$ cat src/rtl/stbs_pkg.sv
// Shared types and constants for the sorted table binary search block.
// No dependencies; every other file in rtl/ refers to this package by scoped names.
package stbs_pkg;

    localparam int IDX_W  = 8;
    localparam int DATA_W = 32;

    localparam logic OP_WRITE  = 1'b0;
    localparam logic OP_SEARCH = 1'b1;

    typedef struct packed {
        logic                     op;
        logic [IDX_W-1:0]         write_index;
        logic signed [DATA_W-1:0] entry_value;
        logic signed [DATA_W-1:0] search_key;
        logic [IDX_W-1:0]         range_left;
        logic [IDX_W-1:0]         range_right;
    } item_t;

    typedef struct packed {
        logic             found;
        logic [IDX_W-1:0] found_index;
    } result_t;

    // controller to datapath
    typedef struct packed {
        logic write;
        logic load;
        logic read;
        logic go_right;
        logic go_left;
        logic report_hit;
        logic report_miss;
    } dp_cmd_t;

    // datapath to controller
    typedef struct packed {
        logic empty;
        logic hit;
        logic less;
    } dp_status_t;

endpackage

$ cat src/rtl/stbs_ctrl.sv
// Controller state machine for the binary search: sequences probes and results.
// Depends on stbs_pkg; drives stbs_datapath through dp_cmd_t.
module stbs_ctrl
(
    input  logic                   clk,
    input  logic                   rst_n,
    input  logic                   start,
    input  logic                   op,
    input  stbs_pkg::dp_status_t   status,
    output stbs_pkg::dp_cmd_t      cmd,
    output logic                   busy
);

    localparam logic [1:0] ST_IDLE  = 2'd0;
    localparam logic [1:0] ST_PROBE = 2'd1;
    localparam logic [1:0] ST_CMP   = 2'd2;

    logic [1:0] state_reg;
    logic [1:0] state_next;

    always_ff @(posedge clk or negedge rst_n)
    begin
        if (!rst_n)
        begin
            state_reg <= ST_IDLE;
        end
        else
        begin
            state_reg <= state_next;
        end
    end

    always_comb
    begin
        state_next = state_reg;
        cmd        = '0;
        case (state_reg)
            ST_IDLE:
            begin
                if (start)
                begin
                    if (op == stbs_pkg::OP_SEARCH)
                    begin
                        cmd.load   = 1'b1;
                        state_next = ST_PROBE;
                    end
                    else
                    begin
                        cmd.write = 1'b1;
                    end
                end
            end
            ST_PROBE:
            begin
                if (status.empty)
                begin
                    cmd.report_miss = 1'b1;
                    state_next      = ST_IDLE;
                end
                else
                begin
                    cmd.read   = 1'b1;
                    state_next = ST_CMP;
                end
            end
            ST_CMP:
            begin
                if (status.hit)
                begin
                    cmd.report_hit = 1'b1;
                    state_next     = ST_IDLE;
                end
                else if (status.less)
                begin
                    cmd.go_right = 1'b1;
                    state_next   = ST_PROBE;
                end
                else
                begin
                    cmd.go_left = 1'b1;
                    state_next  = ST_PROBE;
                end
            end
            default:
            begin
                state_next = ST_IDLE;
            end
        endcase
    end

    assign busy = (state_reg != ST_IDLE);

endmodule

$ cat config.mk
export PLATFORM = sky130hd
export DESIGN_NAME = stbs_ctrl
export DESIGN_NICKNAME = d
export VERILOG_FILES = /design/src/rtl/stbs_pkg.sv /design/src/rtl/stbs_ctrl.sv
export SDC_FILE = /design/constraint.sdc
export NUM_CORES = 1
export LEC_CHECK = 0
export BUFFER_PORTS_ARGS = -buffer_cell sky130_fd_sc_hd__buf_2
export CORE_AREA = 2 2 39 41
export CTS_CLUSTER_SIZE = 20
export DETAILED_ROUTE_END_ITERATION = 7
export DIE_AREA = 0 0 41 43
export PLACE_DENSITY_LB_ADDON = 0.2
export REMOVE_ABC_BUFFERS = 1
export SYNTH_ARGS = -nofsm -noshare
export SYNTH_HDL_FRONTEND = slang
export SYNTH_SLANG_ARGS = --single-unit
export TNS_END_PERCENT = 5
$ cat constraint.sdc
create_clock -name clk -period 2.55 [get_ports clk]
set_clock_uncertainty 0.05 [all_clocks]
set_input_delay 0 -clock clk [delete_from_list [all_inputs] [get_ports clk]]
set_output_delay 0 -clock clk [all_outputs]
set_load 0.05 [all_outputs]
==> results_dict.tcl, run 1 <==
set metrics [dict create \
    wirelength_um 464 \
    placeableCoreArea_um2 1384 \
    drive_above_1_share_pct 50.00 \
    comb_power_share_pct 30.8 \
    drc 0 \
    max_cap_violations 0 \
    classification_of_the_worst_setup_path "reg2out" \
    maxClockFrequency_mhz 687.3 \
    cts.sink_count 2 \
    worst_path_max_delay_cell "sky130_fd_sc_hd__or3b_1" \
    synth_ff_type "sky130_fd_sc_hd__dfrtp_1" \
    min_path_type "in2reg" \
    post-synth-top-area-cell "sky130_fd_sc_hd__dfrtp_1" \
    fin_crit_sh_pct 57.06 \
    antenna_violating_nets_post_route 0 \
    switching_power_mw 0.05929 \
    power.leakage_nw 0.1535 \
    globalRouteOverflowTotal 0 \
    setup_total_negative_slack_ps 0 \
    setup_repair_after_global_routing_missed_its_margin "false" \
    setup.worst_path.start "state_reg[0]" \
    routedLengthMet1_um 139 \
    measured_slew_at_the_worst_slew_check_pin_ps 251.0 \
    starting_density_of_the_core_pct 9.855 \
    tritoncts_clock_tree "done" \
    clock_path_buffers 2 \
    clockRootBuffer "sky130_fd_sc_hd__clkbuf_4" \
    synth_commonest_cells "3 x sky130_fd_sc_hd__nor2_1, 3 x sky130_fd_sc_hd__nor3b_1, 2 x sky130_fd_sc_hd__and3b_1, 2 x sky130_fd_sc_hd__dfrtp_1" \
    grt_pass1_wl_um 772 \
    synth-warning-count 0 \
    grt_start_max_net_pins 7 \
    synthToLayoutAreaGrowth_pct 91.74 \
    synthArstFlopShare_pct 100.0 \
    gp_congestion 0.5952 \
    post_synth_instance_area_um2 136.4 \
    finalSetupViolCount 0 \
    post_synth_edffs 0 \
    number_of_antenna_violations_at_the_first_check_in_global_routing 0 \
    largest_register_ff_count 2 \
    tritoncts.num_buffers 3 \
    run_status "complete, no violations" \
    met3RoutedLength_um 31 \
    crit_path_max_incr_delay_ps 420 \
    via_count 171 \
    peakVddDrop_v 0.0001587 \
    rows 14 \
    critical_path.max_fanout 6 \
    antenna_cells 0 \
    worst_setup_path_end_kind "primary output" \
    synth_top_cell_area_share_pct 36.70 \
    seqPwrFrac_pct 23.1 \
    first_pass_iters 2 \
    vias_in_the_first_global_route 204 \
    io_pins 15 \
    worstPathArrival_ps 1400 \
    post_synth.cell_area_avg_um2 8.524 \
    whs_ps 25.42 \
    clkSlewWorstSetupHoldPaths_ps 30 \
    switching_share_pct 36.87 \
    hp-start "start" \
    worstSetupStartpointType "flop" \
    cell_chain_of_the_critical_path "or3b_1, nor2_1, buf_2" \
    hpwlAfterDp_um 340.6 \
    seq_area_frac_synth_pct 36.70 \
    cp.required_ps 2500 \
    route.top_layer_used "met3" \
    timing_hold_violations_final 0 \
    grt_usage_pct 7.415 \
    clkPwrFrac_pct 46.1 \
    port-buffer-count 14 \
    h-tree-depth 1 \
    die_w_um 41 \
    total_power_mw 0.1608 \
    timing.max_slew.rel_slack_pct 83.38 \
    ys_top_cells_by_area "sky130_fd_sc_hd__dfrtp_1 37%, sky130_fd_sc_hd__nor3b_1 17%, sky130_fd_sc_hd__and3b_1 13%, sky130_fd_sc_hd__nor2_1 8.3%, sky130_fd_sc_hd__or3b_1 6.4%" \
    route.met2.wl_um 294 \
    number_of_max_slew_violations_in_the_final_report 0 \
    vias_per_cell 3.420 \
    power.internal_mw 0.1015 \
    layout.nets 43 \
    die_h_um 43 \
    wl_per_cell_um 9.280 \
    synthesis.instances 16 \
    dr.first_iter.drc_count 2 \
    synth_seq_cells 2 \
    finalCoreUtilization_pct 18.90 \
    clk_latency_ps 230 \
    final_period_minus_worst_setup_slack_ps 1455 \
    powerDensity_nw_per_um2 615.0 \
    rr_startpoint "state_reg[0]" \
    postCtsSetupRepairBufs 0 \
    yosysUniqueCellTypes 10 \
    die_area_um2 1763 \
]
## routing by layer
metal / global-route usage [%] / vias to the layer above
li1: - / 91
met1: 4.792 / 75
met2: 12.81 / 5
met3: 3.141 / 0
met4: 8.000 / 0
met5: 0 / -
## worst max-delay path, delay by kind of cell, from the launching register on
| family | cells | cell delay [ps] |
|---|---|---|
| flip-flops | 1 | 400 |
| buffers and inverters | 1 | 260 |
| AND/OR/NAND/NOR | 2 | 510 |
## final timing paths
kind / endpoint / slack, ps / depth (start not counted)
min reg2reg: state_reg[1] / 480 / 1
max reg2reg: state_reg[0] / 1480 / 2
max in group asynchronous: state_reg[0] / 2290 / 2
max: cmd[3] / 1100 / 3
min: state_reg[0] / 30 / 3
min in group asynchronous: state_reg[1] / 50 / 2
## final cells by class
class,instances,area [µm²]
Clock buffer,3,22.52
Timing Repair Buffer,16,90.09
Inverter,1,3.754
Fill cell,165,1122
Multi-Input combinational cell,12,75.07
Sequential cell,2,50.05
Tap cell,16,20.02
## kinds of logic after synthesis
logic type	share of synthesized area, %
flops	36.70
buf+inv	8.256
simple gates	51.38
compound gates	3.666
## power by group through the flow
stage / Clock [mW] / Combinational [mW] / Sequential, mW
after floorplan: 0 / 0.0344 / 0.0365
after global placement: 0 / 0.0469 / 0.0372
after detailed placement: 0 / 0.0474 / 0.0376
after CTS: 0.0759 / 0.0499 / 0.0373
after global routing: 0.0839 / 0.0534 / 0.0382
final: 0.0742 / 0.0495 / 0.0371
## through the flow
stage                     instance area [µm²]  cells  setup slack, ps
final                                   261.5     50             1095
after global routing                    261.5     50            990.1
after CTS                               261.5     50             1065
after detailed placement                219.0     45             1312
after global placement                  219.0     45             1337
after floorplan                         128.9     15            429.6
## timing repair
item                      in CTS  in global routing
hold endpoints to repair       3                  0
hold buffers                   2                  0
resized for setup              0                  0
## cells in the final DEF (no fill, tap or decap), drive strengths merged
cell type,Yosys,final
dlygate4sd3,0,2
dfrtp,2,2
nor3b,3,3
buf,1,14
o21ai,1,1
or2,1,1
nand2,1,1
nor2,3,3
clkbuf,0,3
and3b,2,2
inv,1,1
or3b,1,1
Note: power is estimated with default switching activity, not from simulation.
==> inputs of run 2 (changes only) <==
clock period = 1.2 ns   (was 2.55 ns; I/O delays follow)
==> run 2 against run 1 <==
Effect of this change:
- the run now ends with negative setup slack left
- global-route usage decreased by 0.90 points
- combinational power rose to 2.8 times the previous value
- worst setup slack got worse by 1200 ps
- largest power group unchanged
==> results_dict.tcl, run 2 (synthesized netlist as in run 1, its figures left out) <==
set metrics [dict create \
    clockRootBuffer "sky130_fd_sc_hd__clkbuf_4" \
    layout_commonest_cell "sky130_fd_sc_hd__buf_2" \
    multiInputGateArea_um2 97.59 \
    switching_share_pct 34.07 \
    cts.sink_count 2 \
    starting_density_of_the_core_pct 9.855 \
    globalRouteOverflowTotal 0 \
    clkPwrFrac_pct 39.9 \
    place_ws_ps -17.05 \
    clk_latency_ps 220 \
    largest_register_ff_count 2 \
    die_w_um 41 \
    grt_pass1_wl_um 738 \
    peakVddDrop_v 0.0003184 \
    setup_repair_after_global_routing_missed_its_margin "true" \
    most-common-layout-cells "7 x sky130_fd_sc_hd__buf_2, 6 x sky130_fd_sc_hd__buf_6, 4 x sky130_fd_sc_hd__buf_4" \
    n_fill_cell 164 \
    maxClockFrequency_mhz 747.1 \
    finalSetupViolCount 6 \
    measured_slew_at_the_worst_slew_check_pin_ps 247.6 \
    drc 0 \
    seqCellArea_um2 50.05 \
    post_layout_nonfiller_instances 53 \
    timing.max_slew.rel_slack_pct 83.61 \
    port-buffer-count 14 \
    wirelength_um 508 \
    timing_hold_violations_final 0 \
    h-tree-depth 1 \
    seqPwrFrac_pct 21.1 \
    number_of_max_slew_violations_in_the_final_report 0 \
    setup_slack_ps -138.6 \
    switching_power_mw 0.1233 \
    clock_path_buffers 2 \
    layout.nets 46 \
    dr.first_iter.drc_count 1 \
    violations "negative setup slack" \
    grt_start_max_net_pins 5 \
    placeableCoreArea_um2 1384 \
    rows 14 \
    power.internal_mw 0.2386 \
    io_pins 15 \
    min_path_type "in2reg" \
    wl_per_cell_um 9.585 \
    whs_ps 29.59 \
    worstSetupStartpointType "flop" \
    max_cap_violations 0 \
    worstPathArrival_ps 1290 \
    cp.required_ps 1150 \
    ff2ff_path_depth 2 \
    tritoncts.num_buffers 3 \
    whs_path_depth 3 \
    synthToLayoutAreaGrowth_pct 154.1 \
    grt_usage_pct 6.513 \
    first_pass_iters 2 \
    die_h_um 43 \
    drive_above_1_share_pct 67.57 \
    gp_congestion 0.5952 \
    worst_setup_path_end_kind "primary output" \
    hpwlAfterDp_um 370.1 \
    classification_of_the_worst_setup_path "reg2out" \
    critical_path.max_fanout 3 \
    powerDensity_nw_per_um2 1044 \
    total_power_mw 0.3620 \
    setup_total_negative_slack_ps -479.4 \
    run_status "finished, violations left" \
    power.leakage_nw 0.1796 \
    antenna_violating_nets_post_route 0 \
    fin_crit_sh_pct 111.5 \
    via_count 202 \
    vias_per_cell 3.811 \
    tritoncts_clock_tree "done" \
    antenna_cells 0 \
    vias_in_the_first_global_route 208 \
    die_area_um2 1763 \
    final_period_minus_worst_setup_slack_ps 1339 \
    numPlacedInstances 47 \
    clkSlewWorstSetupHoldPaths_ps 30 \
    number_of_antenna_violations_at_the_first_check_in_global_routing 0 \
    comb_power_share_pct 39.0 \
]
==> run 2: changes by cell type in the layout (fill, tap and decap cells not counted), sizes merged <==
cell,change
buf,+3
==> run 2: timing repair <==
action | 4_1_cts | 5_1_grt
gates resized for setup | 13 | 6
setup buffers | 1 | 0
endpoints found under the hold margin | 3 | 0
hold buffers | 2 | 0
pin swaps | 2 | 0
endpoints found under the setup margin | 6 | 7
==> run 2: final timing paths <==
kind	startpoint	endpoint	slack, ps
max	state_reg[0]	cmd[3]	-140
min	start	state_reg[0]	30
max reg2reg	state_reg[0]	state_reg[0]	170
min reg2reg	state_reg[1]	state_reg[1]	530
max in group asynchronous	rst_n	state_reg[1]	960
min in group asynchronous	rst_n	state_reg[0]	40
==> run 2: critical path: stages, from the launching register on <==
cell	delay (ps)
sky130_fd_sc_hd__dfrtp_1	380
sky130_fd_sc_hd__or3b_4	410
sky130_fd_sc_hd__nor2_4	120
sky130_fd_sc_hd__buf_6	160
==> run 2: through the flow <==
stage               util [%]  cell area (µm²)
floorplan                  -            128.9
global placement       16.91            234.0
detailed placement     16.91            234.0
CTS                    23.15            320.3
global route           25.05            346.6
finish                 25.05            346.6
==> run 2: layer usage <==
metal  vias to the layer above  wire (µm)  global-route usage [%]
li1                         97          -                       -
met1                       100        125                   3.834
met2                         5        363                   13.75
met3                         0         20                       0
met4                         0          0                   6.000
met5                         -          0                       0
==> run 2: power by group through the flow <==
stage	logic, mW	clock network [mW]	registers, mW
floorplan	0.0730	0	0.0775
global placement	0.109	0	0.0773
detailed placement	0.111	0	0.0773
CTS	0.133	0.151	0.0765
global route	0.150	0.153	0.0772
finish	0.141	0.144	0.0764
==> run 2: cell type report <==
cell class                      count  area share (%)
Sequential cell                     2           14.44
Multi-Input combinational cell     12           28.16
Clock buffer                        3           6.498
Timing Repair Buffer               19           44.04
Inverter                            1           1.083
Tap cell                           16           5.776
==> inputs of run 3 (changes only) <==
CORE_AREA = 3 3 40 42   (was 2 2 39 41)
DIE_AREA = 0 0 43 45   (was 0 0 41 43)
==> run 3 against run 2 <==
Effect of this change:
- worst hold slack improved by 1.7 ps
- sequential power decreased by 0.7%
- largest cell class unchanged
- the flow still finishes with violations (negative setup slack)
- core utilization is 2.8 points higher
- worst setup slack got worse by 6.4 ps
- sequential share of layout area down 0.45 points
- flip-flop and latch count unchanged
- critical path depth unchanged
- cell count is 1.9% lower
- maximum frequency is 0.48% lower
==> results_dict.tcl, run 3 (synthesized netlist as in run 1, its figures left out) <==
set metrics [dict create \
    run_status "finished, violations left" \
    violations "negative setup slack" \
    grt_pass1_wl_um 731 \
    die_h_um 45 \
    power.leakage_nw 0.1826 \
    drc 0 \
    ff2ff_path_depth 2 \
    largest_register_ff_count 2 \
    post_layout_nonfiller_instances 52 \
    number_of_antenna_violations_at_the_first_check_in_global_routing 0 \
    clockRootBuffer "sky130_fd_sc_hd__clkbuf_4" \
    clock_path_buffers 2 \
    rr_startpoint "state_reg[0]" \
    tritoncts_clock_tree "done" \
    wirelength_um 433 \
    finalSetupViolCount 6 \
    via_count 191 \
    worstPathArrival_ps 1290 \
    layout_commonest_cell "sky130_fd_sc_hd__buf_2" \
    fin_crit_sh_pct 112.1 \
    seqCellArea_um2 50.05 \
    globalRouteOverflowTotal 0 \
    layout.nets 46 \
    most-common-layout-cells "7 x sky130_fd_sc_hd__buf_2, 6 x sky130_fd_sc_hd__buf_6, 3 x sky130_fd_sc_hd__clkbuf_4, 3 x sky130_fd_sc_hd__buf_4" \
    hpwlAfterDp_um 365.6 \
    powerDensity_nw_per_um2 1026 \
    reg2reg_setup_slack_ps 130 \
    number_of_max_slew_violations_in_the_final_report 0 \
    min_path_type "in2async" \
    finalCoreUtilization_pct 27.85 \
    critical_path.max_fanout 3 \
    worst_r2r_endpoint "state_reg[0]" \
    measured_slew_at_the_worst_slew_check_pin_ps 247.5 \
    cts.sink_count 2 \
    die_w_um 43 \
    first_pass_iters 2 \
    setup_total_negative_slack_ps -500.5 \
    starting_density_of_the_core_pct 10.61 \
    vias_in_the_first_global_route 183 \
    drive_above_1_share_pct 67.57 \
    rows 13 \
    antenna_violating_nets_post_route 0 \
    worst_setup_path_end_kind "primary output" \
    placeableCoreArea_um2 1285 \
    whs_ps 31.24 \
    die_area_um2 1935 \
    clk_latency_ps 230 \
    tritoncts.num_buffers 3 \
    n_fill_cell 144 \
    setup_slack_ps -145.0 \
    worstSetupStartpointType "flop" \
    max_cap_violations 0 \
    final_period_minus_worst_setup_slack_ps 1345 \
    io_pins 15 \
    h-tree-depth 1 \
    timing.max_slew.rel_slack_pct 83.61 \
    numPlacedInstances 46 \
    cp.required_ps 1150 \
    antenna_cells 0 \
    grt_usage_pct 5.324 \
    gp_congestion 0.6336 \
    multiInputGateArea_um2 102.6 \
    setup_repair_after_global_routing_missed_its_margin "true" \
    clkSlewWorstSetupHoldPaths_ps 30 \
    place_ws_ps -16.19 \
    port-buffer-count 14 \
    peakVddDrop_v 0.0005596 \
    grt_start_max_net_pins 5 \
    vias_per_cell 3.673 \
    maxClockFrequency_mhz 743.5 \
    synthToLayoutAreaGrowth_pct 162.4 \
    timing_hold_violations_final 0 \
    wl_per_cell_um 8.327 \
    dr.first_iter.drc_count 1 \
    classification_of_the_worst_setup_path "reg2out" \
]
-- run 3: cell counts in the layout (fill, tap and decap cells not counted) --
Identical to the previous run, type by type.
-- run 3: critical path: stages (launching register included) --
cell	delay, ps
sky130_fd_sc_hd__dfrtp_1	380
sky130_fd_sc_hd__or3b_4	440
sky130_fd_sc_hd__nor2_4	110
sky130_fd_sc_hd__buf_8	150
-- run 3: area by class of cell --
class,count,area share [%]
Clock buffer,3,6.294
Inverter,1,1.049
Multi-Input combinational cell,12,28.67
Sequential cell,2,13.99
Tap cell,15,5.245
Timing Repair Buffer,19,44.76
-- run 3: through the flow --
stage                     area [µm²]  total power, mW
after floorplan                128.9           0.1505
after global placement         232.7           0.1862
after detailed placement       232.7           0.1879
after CTS                      330.3           0.3682
after global routing           357.8           0.3991
final                          357.8           0.3672
-- run 3: timing repair --
item,4_1_cts,5_1_grt
buffers inserted,0,1
endpoints found under the setup margin,7,8
resized for setup,17,5
hold buffers,2,0
endpoints found under the hold margin,3,0
pin swaps,2,2
-- run 3: worst max-delay path by stage --
stage / end / start / slack [ps] / depth (start not counted)
floorplan: cmd[6] / state_reg[1] / -920 / 2
global placement: cmd[2] / state_reg[0] / 20 / 3
detailed placement: cmd[3] / state_reg[0] / -20 / 3
CTS: cmd[3] / state_reg[0] / -150 / 3
global route: cmd[3] / state_reg[0] / -190 / 3
finish: cmd[3] / state_reg[0] / -140 / 3
-- run 3: layer usage --
layer | vias to the layer above | track usage, % | part of all wire, %
met4 | 0 | 3.614 | 0
met1 | 87 | 5.529 | 36
met5 | - | 0 | 0
met3 | 0 | 3.984 | 12
li1 | 96 | - | -
met2 | 8 | 7.485 | 52
-- run 3: power by group --
group	total (mW)	internal, mW	switching, mW	leakage (nW)
clock	0.149	0.110	0.0385	0.0138
sequential	0.0759	0.0729	0.00302	0.0267
combinational	0.142	0.0575	0.0848	0.142
total	0.367	0.241	0.126	0.183
